--- src/rtl/slum_pkg.sv ---
// Package for the span list union merge block.
// Types, command codes and constants shared by the store, merge and top files.
// No dependencies.
package slum_pkg;

   localparam logic [1:0] CMD_LOAD_A = 2'd0;
   localparam logic [1:0] CMD_LOAD_B = 2'd1;
   localparam logic [1:0] CMD_RUN    = 2'd2;

   localparam int RESULT_CAP = 32;

   typedef struct packed {
      logic signed [31:0] start_pos;
      logic signed [31:0] end_pos;
      logic [15:0]        start_tag;
      logic [15:0]        end_tag;
   } slum_span_type;

   typedef enum logic [1:0] {
      ST_IDLE,
      ST_FETCH,
      ST_MERGE
   } slum_state_type;

   typedef struct packed {
      logic run;
      logic dropped;
   } slum_ctl_type;

   typedef struct packed {
      logic busy;
      logic done;
   } slum_stat_type;

endpackage

--- src/rtl/slum_store.sv ---
// Span store: one write port, one registered read port.
// Holds one span list. Depends on slum_pkg for the span type.
module slum_store #(
   parameter int DEPTH = 16,
   parameter int AW    = 4
) (
   input  logic                  clock,
   input  logic                  wr_en,
   input  logic [AW-1:0]         wr_addr,
   input  slum_pkg::slum_span_type wr_data,
   input  logic                  rd_en,
   input  logic [AW-1:0]         rd_addr,
   output slum_pkg::slum_span_type rd_data
);
   import slum_pkg::*;

   slum_span_type span_mem_ff [DEPTH];
   slum_span_type rd_data_ff;

   always_ff @(posedge clock) begin
      if (wr_en) begin
         span_mem_ff[wr_addr] <= wr_data;
      end
   end

   always_ff @(posedge clock) begin
      if (rd_en) begin
         rd_data_ff <= span_mem_ff[rd_addr];
      end
   end

   assign rd_data = rd_data_ff;

endmodule

--- src/rtl/slum_merge.sv ---
// Merge sequencer: head registers, compare and fuse logic, result register.
// Reads both span stores one entry at a time. Depends on slum_pkg.
module slum_merge #(
   parameter int AW = 4,
   parameter int CW = 5
) (
   input  logic                    clock,
   input  logic                    reset,
   input  slum_pkg::slum_ctl_type  ctl,
   input  logic [CW-1:0]           a_count,
   input  logic [CW-1:0]           b_count,
   input  slum_pkg::slum_span_type a_rd_data,
   input  slum_pkg::slum_span_type b_rd_data,
   output logic                    a_rd_en,
   output logic [AW-1:0]           a_rd_addr,
   output logic                    b_rd_en,
   output logic [AW-1:0]           b_rd_addr,
   output slum_pkg::slum_stat_type stat,
   output logic                    rsp_strobe,
   output slum_pkg::slum_span_type rsp_span,
   output logic                    rsp_no_span,
   output logic                    rsp_dropped,
   output logic                    rsp_last
);
   import slum_pkg::*;

   localparam int NW = $clog2(RESULT_CAP);

   slum_state_type state_ff, state_in;
   slum_span_type  sa_ff, sa_in, sb_ff, sb_in;
   logic           ha_ff, ha_in, hb_ff, hb_in;
   logic           fa_ff, fb_ff;
   logic [CW-1:0]  ia_ff, ia_in, ib_ff, ib_in;
   logic [NW-1:0]  n_ff, n_in;

   slum_span_type  rsp_span_ff, rsp_span_in;
   logic           rsp_valid_ff, rsp_valid_in;
   logic           rsp_no_span_ff, rsp_no_span_in;
   logic           rsp_dropped_ff, rsp_dropped_in;
   logic           rsp_last_ff, rsp_last_in;

   logic           both_empty;
   logic           emit_a, emit_b, fuse_a, fuse_b, take_a, take_b;
   logic           more_a, more_b;
   logic [CW-1:0]  nia, nib;
   logic           emit_any, emit_last, cap_hit;
   logic           start_run, empty_run;

   // merge decision on the current heads
   always_comb begin
      both_empty = (a_count == '0) && (b_count == '0);
      start_run  = (state_ff == ST_IDLE) && ctl.run;
      empty_run  = start_run && both_empty;
      nia        = CW'(ia_ff + 1'b1);
      nib        = CW'(ib_ff + 1'b1);
      more_a     = nia < a_count;
      more_b     = nib < b_count;
      emit_a     = 1'b0;
      emit_b     = 1'b0;
      fuse_a     = 1'b0;
      fuse_b     = 1'b0;
      if (state_ff == ST_MERGE) begin
         priority if (!hb_ff) begin
            emit_a = ha_ff;
         end else if (!ha_ff) begin
            emit_b = 1'b1;
         end else if ($signed(sa_ff.end_pos) < $signed(sb_ff.start_pos)) begin
            emit_a = 1'b1;
         end else if ($signed(sb_ff.end_pos) < $signed(sa_ff.start_pos)) begin
            emit_b = 1'b1;
         end else if ($signed(sa_ff.start_pos) < $signed(sb_ff.start_pos)) begin
            fuse_a = 1'b1;
         end else begin
            fuse_b = 1'b1;
         end
      end
      take_a   = emit_a || fuse_b;
      take_b   = emit_b || fuse_a;
      emit_any = emit_a || emit_b;
      cap_hit  = n_ff == NW'(RESULT_CAP - 1);
      emit_last = (emit_a && !hb_ff && !more_a) || (emit_b && !ha_ff && !more_b)
                  || (emit_any && cap_hit);
   end

   // next state
   always_comb begin
      state_in = state_ff;
      unique case (state_ff)
         ST_IDLE: begin
            if (ctl.run && !both_empty) begin
               state_in = ST_FETCH;
            end
         end
         ST_FETCH: begin
            state_in = ST_MERGE;
         end
         ST_MERGE: begin
            priority if (emit_last) begin
               state_in = ST_IDLE;
            end else if ((take_a && more_a) || (take_b && more_b)) begin
               state_in = ST_FETCH;
            end else begin
               state_in = ST_MERGE;
            end
         end
         default: state_in = ST_IDLE;
      endcase
   end

   // outputs: store reads and status
   always_comb begin
      a_rd_en   = 1'b0;
      a_rd_addr = '0;
      b_rd_en   = 1'b0;
      b_rd_addr = '0;
      stat.busy = state_ff != ST_IDLE;
      stat.done = 1'b0;
      unique case (state_ff)
         ST_IDLE: begin
            a_rd_en   = ctl.run && (a_count != '0);
            b_rd_en   = ctl.run && (b_count != '0);
            stat.done = empty_run;
         end
         ST_FETCH: begin
         end
         ST_MERGE: begin
            a_rd_en   = take_a && more_a && !emit_last;
            a_rd_addr = nia[AW-1:0];
            b_rd_en   = take_b && more_b && !emit_last;
            b_rd_addr = nib[AW-1:0];
            stat.done = emit_last;
         end
         default: begin
         end
      endcase
   end

   // head, index and result datapath
   always_comb begin
      sa_in = sa_ff;
      sb_in = sb_ff;
      ha_in = ha_ff;
      hb_in = hb_ff;
      ia_in = ia_ff;
      ib_in = ib_ff;
      n_in  = n_ff;
      if (start_run) begin
         ha_in = a_count != '0;
         hb_in = b_count != '0;
         ia_in = '0;
         ib_in = '0;
         n_in  = '0;
      end
      if (state_ff == ST_FETCH) begin
         if (fa_ff) begin
            sa_in = a_rd_data;
         end
         if (fb_ff) begin
            sb_in = b_rd_data;
         end
      end
      if (take_a) begin
         ia_in = nia;
         ha_in = more_a;
      end
      if (take_b) begin
         ib_in = nib;
         hb_in = more_b;
      end
      if (fuse_a && ($signed(sa_ff.end_pos) < $signed(sb_ff.end_pos))) begin
         sa_in.end_pos = sb_ff.end_pos;
         sa_in.end_tag = sb_ff.end_tag;
      end
      if (fuse_b && ($signed(sb_ff.end_pos) < $signed(sa_ff.end_pos))) begin
         sb_in.end_pos = sa_ff.end_pos;
         sb_in.end_tag = sa_ff.end_tag;
      end
      if (emit_any) begin
         n_in = NW'(n_ff + 1'b1);
      end

      rsp_valid_in   = emit_any || empty_run;
      rsp_span_in    = emit_a ? sa_ff : sb_ff;
      rsp_no_span_in = 1'b0;
      rsp_dropped_in = ctl.dropped;
      rsp_last_in    = emit_last;
      if (empty_run) begin
         rsp_span_in    = '0;
         rsp_no_span_in = 1'b1;
         rsp_last_in    = 1'b1;
      end
   end

   always_ff @(posedge clock) begin
      if (reset) begin
         state_ff     <= ST_IDLE;
         ha_ff        <= 1'b0;
         hb_ff        <= 1'b0;
         fa_ff        <= 1'b0;
         fb_ff        <= 1'b0;
         n_ff         <= '0;
         rsp_valid_ff <= 1'b0;
      end else begin
         state_ff     <= state_in;
         ha_ff        <= ha_in;
         hb_ff        <= hb_in;
         fa_ff        <= a_rd_en;
         fb_ff        <= b_rd_en;
         n_ff         <= n_in;
         rsp_valid_ff <= rsp_valid_in;
      end
   end

   always_ff @(posedge clock) begin
      sa_ff          <= sa_in;
      sb_ff          <= sb_in;
      ia_ff          <= ia_in;
      ib_ff          <= ib_in;
      rsp_span_ff    <= rsp_span_in;
      rsp_no_span_ff <= rsp_no_span_in;
      rsp_dropped_ff <= rsp_dropped_in;
      rsp_last_ff    <= rsp_last_in;
   end

   assign rsp_strobe  = rsp_valid_ff;
   assign rsp_span    = rsp_span_ff;
   assign rsp_no_span = rsp_no_span_ff;
   assign rsp_dropped = rsp_dropped_ff;
   assign rsp_last    = rsp_last_ff;

`ifndef NO_ASSERTIONS
   a_fetch_pending: assert property (@(posedge clock) disable iff (reset)
      (state_ff == ST_FETCH) |-> (fa_ff || fb_ff))
      else $error("fetch state without a pending store read");

   a_merge_has_head: assert property (@(posedge clock) disable iff (reset)
      (state_ff == ST_MERGE) |-> (ha_ff || hb_ff))
      else $error("merge step with no head span");

   a_done_ends_run: assert property (@(posedge clock) disable iff (reset)
      stat.done |=> (rsp_valid_ff && rsp_last_ff))
      else $error("run finished without a last transfer");

   a_no_span_last: assert property (@(posedge clock) disable iff (reset)
      (rsp_valid_ff && rsp_no_span_ff) |-> rsp_last_ff)
      else $error("no-span transfer not marked last");
`endif

endmodule

--- src/rtl/span_list_union_merge.sv ---
// Loads never raise busy. A run with at least one non-empty list raises busy until
// the last result is registered: the list heads are read from the span stores
// through a fetch state, then merge steps follow at one per cycle, with a return
// to the fetch state whenever a step consumes a span and must refill that head
// through the store's registered read port. A run with both lists empty gives
// its single result the cycle after it is taken. Each result is on the rsp_ ports
// for one cycle under rsp_strobe and cannot be held off. Top level; depends on
// slum_pkg, slum_store and slum_merge.
module span_list_union_merge #(
   parameter int SPAN_DEPTH = 16
) (
   input  logic               clock,
   input  logic               reset,
   input  logic               start,
   output logic               busy,
   input  logic [1:0]         req_command,
   input  logic signed [31:0] req_span_start,
   input  logic signed [31:0] req_span_end,
   input  logic [15:0]        req_start_tag,
   input  logic [15:0]        req_end_tag,
   output logic               rsp_strobe,
   output logic signed [31:0] rsp_out_start,
   output logic signed [31:0] rsp_out_end,
   output logic [15:0]        rsp_out_start_tag,
   output logic [15:0]        rsp_out_end_tag,
   output logic               rsp_no_span,
   output logic               rsp_dropped,
   output logic               rsp_last
);
   import slum_pkg::*;

   localparam int AW = (SPAN_DEPTH > 1) ? $clog2(SPAN_DEPTH) : 1;
   localparam int CW = $clog2(SPAN_DEPTH + 1);

   logic [CW-1:0]  a_count_ff, a_count_in, b_count_ff, b_count_in;
   logic           overflow_ff, overflow_in;
   logic           accept, a_full, b_full, wr_a, wr_b;
   slum_span_type  wr_span, a_rd_data, b_rd_data, rsp_span;
   slum_ctl_type   ctl;
   slum_stat_type  stat;
   logic           a_rd_en, b_rd_en;
   logic [AW-1:0]  a_rd_addr, b_rd_addr;

   assign accept = start && !stat.busy;
   assign busy   = stat.busy;
   assign a_full = a_count_ff >= CW'(SPAN_DEPTH);
   assign b_full = b_count_ff >= CW'(SPAN_DEPTH);
   assign wr_a   = accept && (req_command == CMD_LOAD_A) && !a_full;
   assign wr_b   = accept && (req_command == CMD_LOAD_B) && !b_full;

   assign wr_span.start_pos = req_span_start;
   assign wr_span.end_pos   = req_span_end;
   assign wr_span.start_tag = req_start_tag;
   assign wr_span.end_tag   = req_end_tag;

   assign ctl.run     = accept && (req_command == CMD_RUN);
   assign ctl.dropped = overflow_ff;

   always_comb begin
      a_count_in  = a_count_ff;
      b_count_in  = b_count_ff;
      overflow_in = overflow_ff;
      priority if (stat.done) begin
         a_count_in  = '0;
         b_count_in  = '0;
         overflow_in = 1'b0;
      end else begin
         if (wr_a) begin
            a_count_in = CW'(a_count_ff + 1'b1);
         end
         if (wr_b) begin
            b_count_in = CW'(b_count_ff + 1'b1);
         end
         if (accept && (((req_command == CMD_LOAD_A) && a_full)
                        || ((req_command == CMD_LOAD_B) && b_full))) begin
            overflow_in = 1'b1;
         end
      end
   end

   always_ff @(posedge clock) begin
      if (reset) begin
         a_count_ff  <= '0;
         b_count_ff  <= '0;
         overflow_ff <= 1'b0;
      end else begin
         a_count_ff  <= a_count_in;
         b_count_ff  <= b_count_in;
         overflow_ff <= overflow_in;
      end
   end

   slum_store #(.DEPTH(SPAN_DEPTH), .AW(AW)) u_store_a (
      .clock   (clock),
      .wr_en   (wr_a),
      .wr_addr (a_count_ff[AW-1:0]),
      .wr_data (wr_span),
      .rd_en   (a_rd_en),
      .rd_addr (a_rd_addr),
      .rd_data (a_rd_data)
   );

   slum_store #(.DEPTH(SPAN_DEPTH), .AW(AW)) u_store_b (
      .clock   (clock),
      .wr_en   (wr_b),
      .wr_addr (b_count_ff[AW-1:0]),
      .wr_data (wr_span),
      .rd_en   (b_rd_en),
      .rd_addr (b_rd_addr),
      .rd_data (b_rd_data)
   );

   slum_merge #(.AW(AW), .CW(CW)) u_merge (
      .clock       (clock),
      .reset       (reset),
      .ctl         (ctl),
      .a_count     (a_count_ff),
      .b_count     (b_count_ff),
      .a_rd_data   (a_rd_data),
      .b_rd_data   (b_rd_data),
      .a_rd_en     (a_rd_en),
      .a_rd_addr   (a_rd_addr),
      .b_rd_en     (b_rd_en),
      .b_rd_addr   (b_rd_addr),
      .stat        (stat),
      .rsp_strobe  (rsp_strobe),
      .rsp_span    (rsp_span),
      .rsp_no_span (rsp_no_span),
      .rsp_dropped (rsp_dropped),
      .rsp_last    (rsp_last)
   );

   assign rsp_out_start     = rsp_span.start_pos;
   assign rsp_out_end       = rsp_span.end_pos;
   assign rsp_out_start_tag = rsp_span.start_tag;
   assign rsp_out_end_tag   = rsp_span.end_tag;

endmodule
--- config.mk ---
export PLATFORM = sky130hd
export DESIGN_NAME = span_list_union_merge
export DESIGN_NICKNAME = d
export VERILOG_FILES = /design/src/rtl/slum_pkg.sv /design/src/rtl/slum_store.sv /design/src/rtl/slum_merge.sv /design/src/rtl/span_list_union_merge.sv
export SDC_FILE = /design/constraint.sdc
export NUM_CORES = 2
export LEC_CHECK = 0
export BUFFER_PORTS_ARGS = -buffer_cell sky130_fd_sc_hd__buf_4
export CORE_MARGIN = 2
export CORE_UTILIZATION = 40
export DETAILED_ROUTE_END_ITERATION = 10
export GPL_TIMING_DRIVEN = 0
export PLACE_DENSITY = 0.62
export SYNTH_ARGS = -nofsm -noshare
export SYNTH_HDL_FRONTEND = slang
export SYNTH_SLANG_ARGS = --single-unit
--- constraint.sdc ---
create_clock -name clock -period 33.7 [get_ports clock]
set_clock_uncertainty 0.05 [all_clocks]
set_input_delay 5.055 -clock clock [delete_from_list [all_inputs] [get_ports clock]]
set_output_delay 5.055 -clock clock [all_outputs]
set_load 0.005 [all_outputs]
==> key figures <==
Outcome
  – Status: finished, violations left
  – Failing checks: design-rule violations, max-capacitance violations, max-slew violations

Setup path
  – CP bufs+invs: 4
  – Dominant cell type by count on the critical path: clkbuf_1
  – Startpoint class of the critical path: input pin
  – Crit-path max cell delay: between 1000 and 1500 ps
  – Worst Setup End Kind: flop
  – Crit path max fanout: 10
  – Worst R2R Path Depth: 17
  – CP Cell Sequence: buf_4, nand4b_1, nor3b_1, clkbuf_1, clkbuf_1, clkbuf_1, a21oi_1
  – Worst EP required: 34350 ps
  – Worst path slowest cell: clkbuf_1
  – Delay-heaviest family, CP: buffers and inverters
  – Critical path depth: 7
  – Worst path arrival time: 9030 ps
  – Setup Crit Path Kind: in -> reg

Detailed routing
  – Routed vias: 86733
  – Detail-routed net length per standard cell: 30.2 um
  – Drt total wl: 451 mm
  – Initial drt markers: approximately 11000
  – Drt drc: 14
  – DRT Pass-1 Iters: 11
  – Vias per inst: 5.82
  – Antenna Nets Post-Route: 0

Global route
  – First-pass GRT wire length: 630 mm
  – Vias in the first global route: ~85000
  – Total Routing Usage GR: 24.2%
  – Gr ovfl total: 0
  – Largest net degree at the start of global routing: 49
  – Initial antenna violation count: 59

Floorplan
  – Core region area: between 0.3 and 0.4 mm2
  – Die height: about 600 um
  – Initial core utilization: between 40% and 50%
  – Die ar.: 0.362 mm2
  – # IOs: 202
  – Die width: 602 um
  – Rows: 219

Run
  – Max-cap viol count: 5

Cells and area
  – Fin nets: 10030
  – Synth-to-Final Area Change: 16.8%
  – Commonest non-fill, non-tap cell in the layout: edfxtp_1
  – Commonest non-fill, non-tap cells in the layout: 3466 x edfxtp_1, 909 x a21oi_1, 768 x mux2_2
  – Number of fill cells in the layout: approximately 30000
  – Register area: between 0.1 and 0.15 mm2
  – Multi-input logic area: 0.0337 mm2
  – Share of layout cells above drive strength 1: approximately 20%

STA
  – Setup violators final: 0
  – Slew @ Worst Pin: approximately 1600 ps
  – Setup_tns: 0 ps
  – Final Hold Fails: 0
  – Max Slew Vio Count: 46
  – Ratio of final minimum period to clock period: 24.9%
  – Worst slew margin: -6.67%
  – Max Freq: 119 MHz
  – Unrepaired setup endpoints after global routing: no
  – Final min period: between 8000 and 9000 ps

CTS
  – Clk slew on worst S/H paths: 60 ps
  – CTS tree: built
  – Bufs on Longest Clock Path: 4
  – # clock sinks: 3588
  – CTS root buf: clkbuf_16
  – Post-CTS Setup Repair Bufs: 0
  – Clock latency on the worst-skew pair: 970 ps
  – TritonCTS Buffers: between 300 and 400
  – CTS Hold Bufs: 0
  – Htree depth: 5
  – Post-CTS Resized: 0

Pwr
  – Max rail drop VDD: 0.0000429 V
  – Leak: 54.1 nW
  – Total Power: ~9.5 mW
  – Power density cells: 57.1 mW/mm2

Yosys
  – FF+latch count, synth: 3588
  – Ys flop type: edfxtp_1
  – Register area share after synthesis: 74.6%
  – FFs w/ async S/R, synth: 0%
  – YS warnings: 0
  – Post-synth EDFFs: 3466
  – Cell count after synthesis: 8992
  – Cell area after synthesis: 0.143 mm2
  – Distinct cell type count after synthesis: 71
  – Syn_nets: 9238
  – Avg Inst Size Synth: 15.9 um2

Placement
  – GP Congestion: 0.933
  – Hpwl dp: 328 mm
  – Buffers on Ports: 201

Worst hold path
  – Hold crit path type: reg -> reg
  – WHS Path Cells: 0
kinds of logic after synthesis:
logic type / count (synthesis) / synth area share (%)
multiplexers: 1158 / 8.79
AND/OR/NAND/NOR: 1103 / 3.21
buffers and inverters: 739 / 2.01
adder cells (fa/ha/maj): 145 / 1.27
AO/OA/AOI/OAI: 2247 / 10.1
XOR/XNOR: 12 / 0.0736
flip-flops: 3588 / 74.6
metal layers:
metal / up-vias / GRT usage, % / wire, um
met2: 4397 / 39.2 / 212000
li1: 37193 / - / -
met1: 44308 / 30.9 / 173000
met4: 14 / 13.0 / 26800
met5: - / 0 / 93
met3: 821 / 4.60 / 38100
sequential cells by signal (all words and copies together) (netlist names):
| signal | cells |
|---|---|
| a_count_ff | 5 |
| b_count_ff | 5 |
| overflow_ff | 1 |
| u_merge.fa_ff | 1 |
| u_merge.fb_ff | 1 |
| u_merge.ha_ff | 1 |
| u_merge.hb_ff | 1 |
| u_merge.ia_ff | 5 |
| u_merge.ib_ff | 5 |
| u_merge.n_ff | 5 |
| u_merge.rsp_dropped | 1 |
| u_merge.rsp_last | 1 |
| u_merge.rsp_no_span | 1 |
| u_merge.rsp_span | 96 |
| u_merge.rsp_strobe | 1 |
| u_merge.sa_ff | 96 |
| u_merge.sb_ff | 96 |
| u_merge.state_ff | 2 |
| u_store_a.rd_data | 96 |
| u_store_a.span_mem_ff | 1536 |
| u_store_b.rd_data | 96 |
| u_store_b.span_mem_ff | 1536 |
cell type report:
type	instances	share of cell area [%]
clock inverter	212	1.28
buffer	625	1.51
sequential	3588	63.9
antenna	74	0.111
multi-input combinational	4665	20.2
clock buffer	456	5.82
tap	4751	3.56
inverter	114	0.257
timing repair buffer	429	3.36
cell usage after synthesis (17+ instances only):
| cell type | n | share of area [%] |
|---|---|---|
| nor3_1 | 28 | 0.098 |
| edfxtp_1 | 3466 | 73 |
| nand3_1 | 108 | 0.38 |
| buf_2 | 43 | 0.15 |
| a22o_1 | 96 | 0.59 |
| a31o_2 | 96 | 0.59 |
| a222oi_1 | 96 | 0.67 |
| a21oi_1 | 909 | 3.2 |
| o221ai_1 | 194 | 1.2 |
| o21ai_0 | 500 | 1.8 |
| a211oi_1 | 103 | 0.54 |
| nand4_1 | 21 | 0.092 |
| mux2_2 | 768 | 6.1 |
| clkbuf_1 | 517 | 1.4 |
| a21o_1 | 17 | 0.089 |
| nand2_1 | 630 | 1.7 |
| mux2i_1 | 389 | 2.7 |
| inv_1 | 113 | 0.30 |
| dfxtp_1 | 122 | 1.7 |
| ha_1 | 145 | 1.3 |
| a221oi_1 | 194 | 1.2 |
| nor2_1 | 256 | 0.67 |
| buf_1 | 56 | 0.15 |
per-stage QoR:
stage	utilization (%)	area (um2)	setup slack (ps)	hold WS [ps]	std cells
finish	46.9	167000	25310	357	14914
global route	46.9	167000	25470	366	14886
CTS	46.8	167000	25510	363	14840
detailed placement	43.5	155000	24530	355	14172
global placement	42.2	150000	11780	354	13944
floorplan	-	143000	20340	281	8992
report_power, final:
part | leakage (nW) | switching [mW] | internal [mW]
sequential | 32.1 | 0.00724 | 4.91
combinational | 16.3 | 0.412 | 0.161
clock | 5.78 | 1.74 | 2.29
path summary, 6_finish.rpt:
| kind | startpoint | slack (ps) | end |
|---|---|---|---|
| hold / removal | u_store_b.rd_data[74]$_DFFE_PP_ | 360 | u_merge.sb_ff[74]$_DFFE_PP_ |
| setup / recovery | req_command[0] | 25310 | u_merge.rsp_span[0]$_SDFF_PP0_ |
| hold reg to reg | u_store_b.rd_data[74]$_DFFE_PP_ | 360 | u_merge.sb_ff[74]$_DFFE_PP_ |
| setup reg to reg | u_merge.ia_ff[0]$_SDFFCE_PN0P_ | 26250 | u_store_b.rd_data[90]$_DFFE_PP_ |
worst reg2reg max path, stage by stage, from the launching register on:
cell	delay [ps]
edfxtp_1	400
ha_1	290
xor2_4	760
clkbuf_2	870
buf_1	1110
clkbuf_1	850
ha_1	380
o21ai_0	80
nand2b_1	110
a21boi_0	250
o32ai_1	200
o31ai_1	240
a31oi_1	160
o31ai_4	590
buf_16	230
buf_16	180
buf_16	200
buf_8	210
Note: power is estimated with default switching activity, not from simulation.
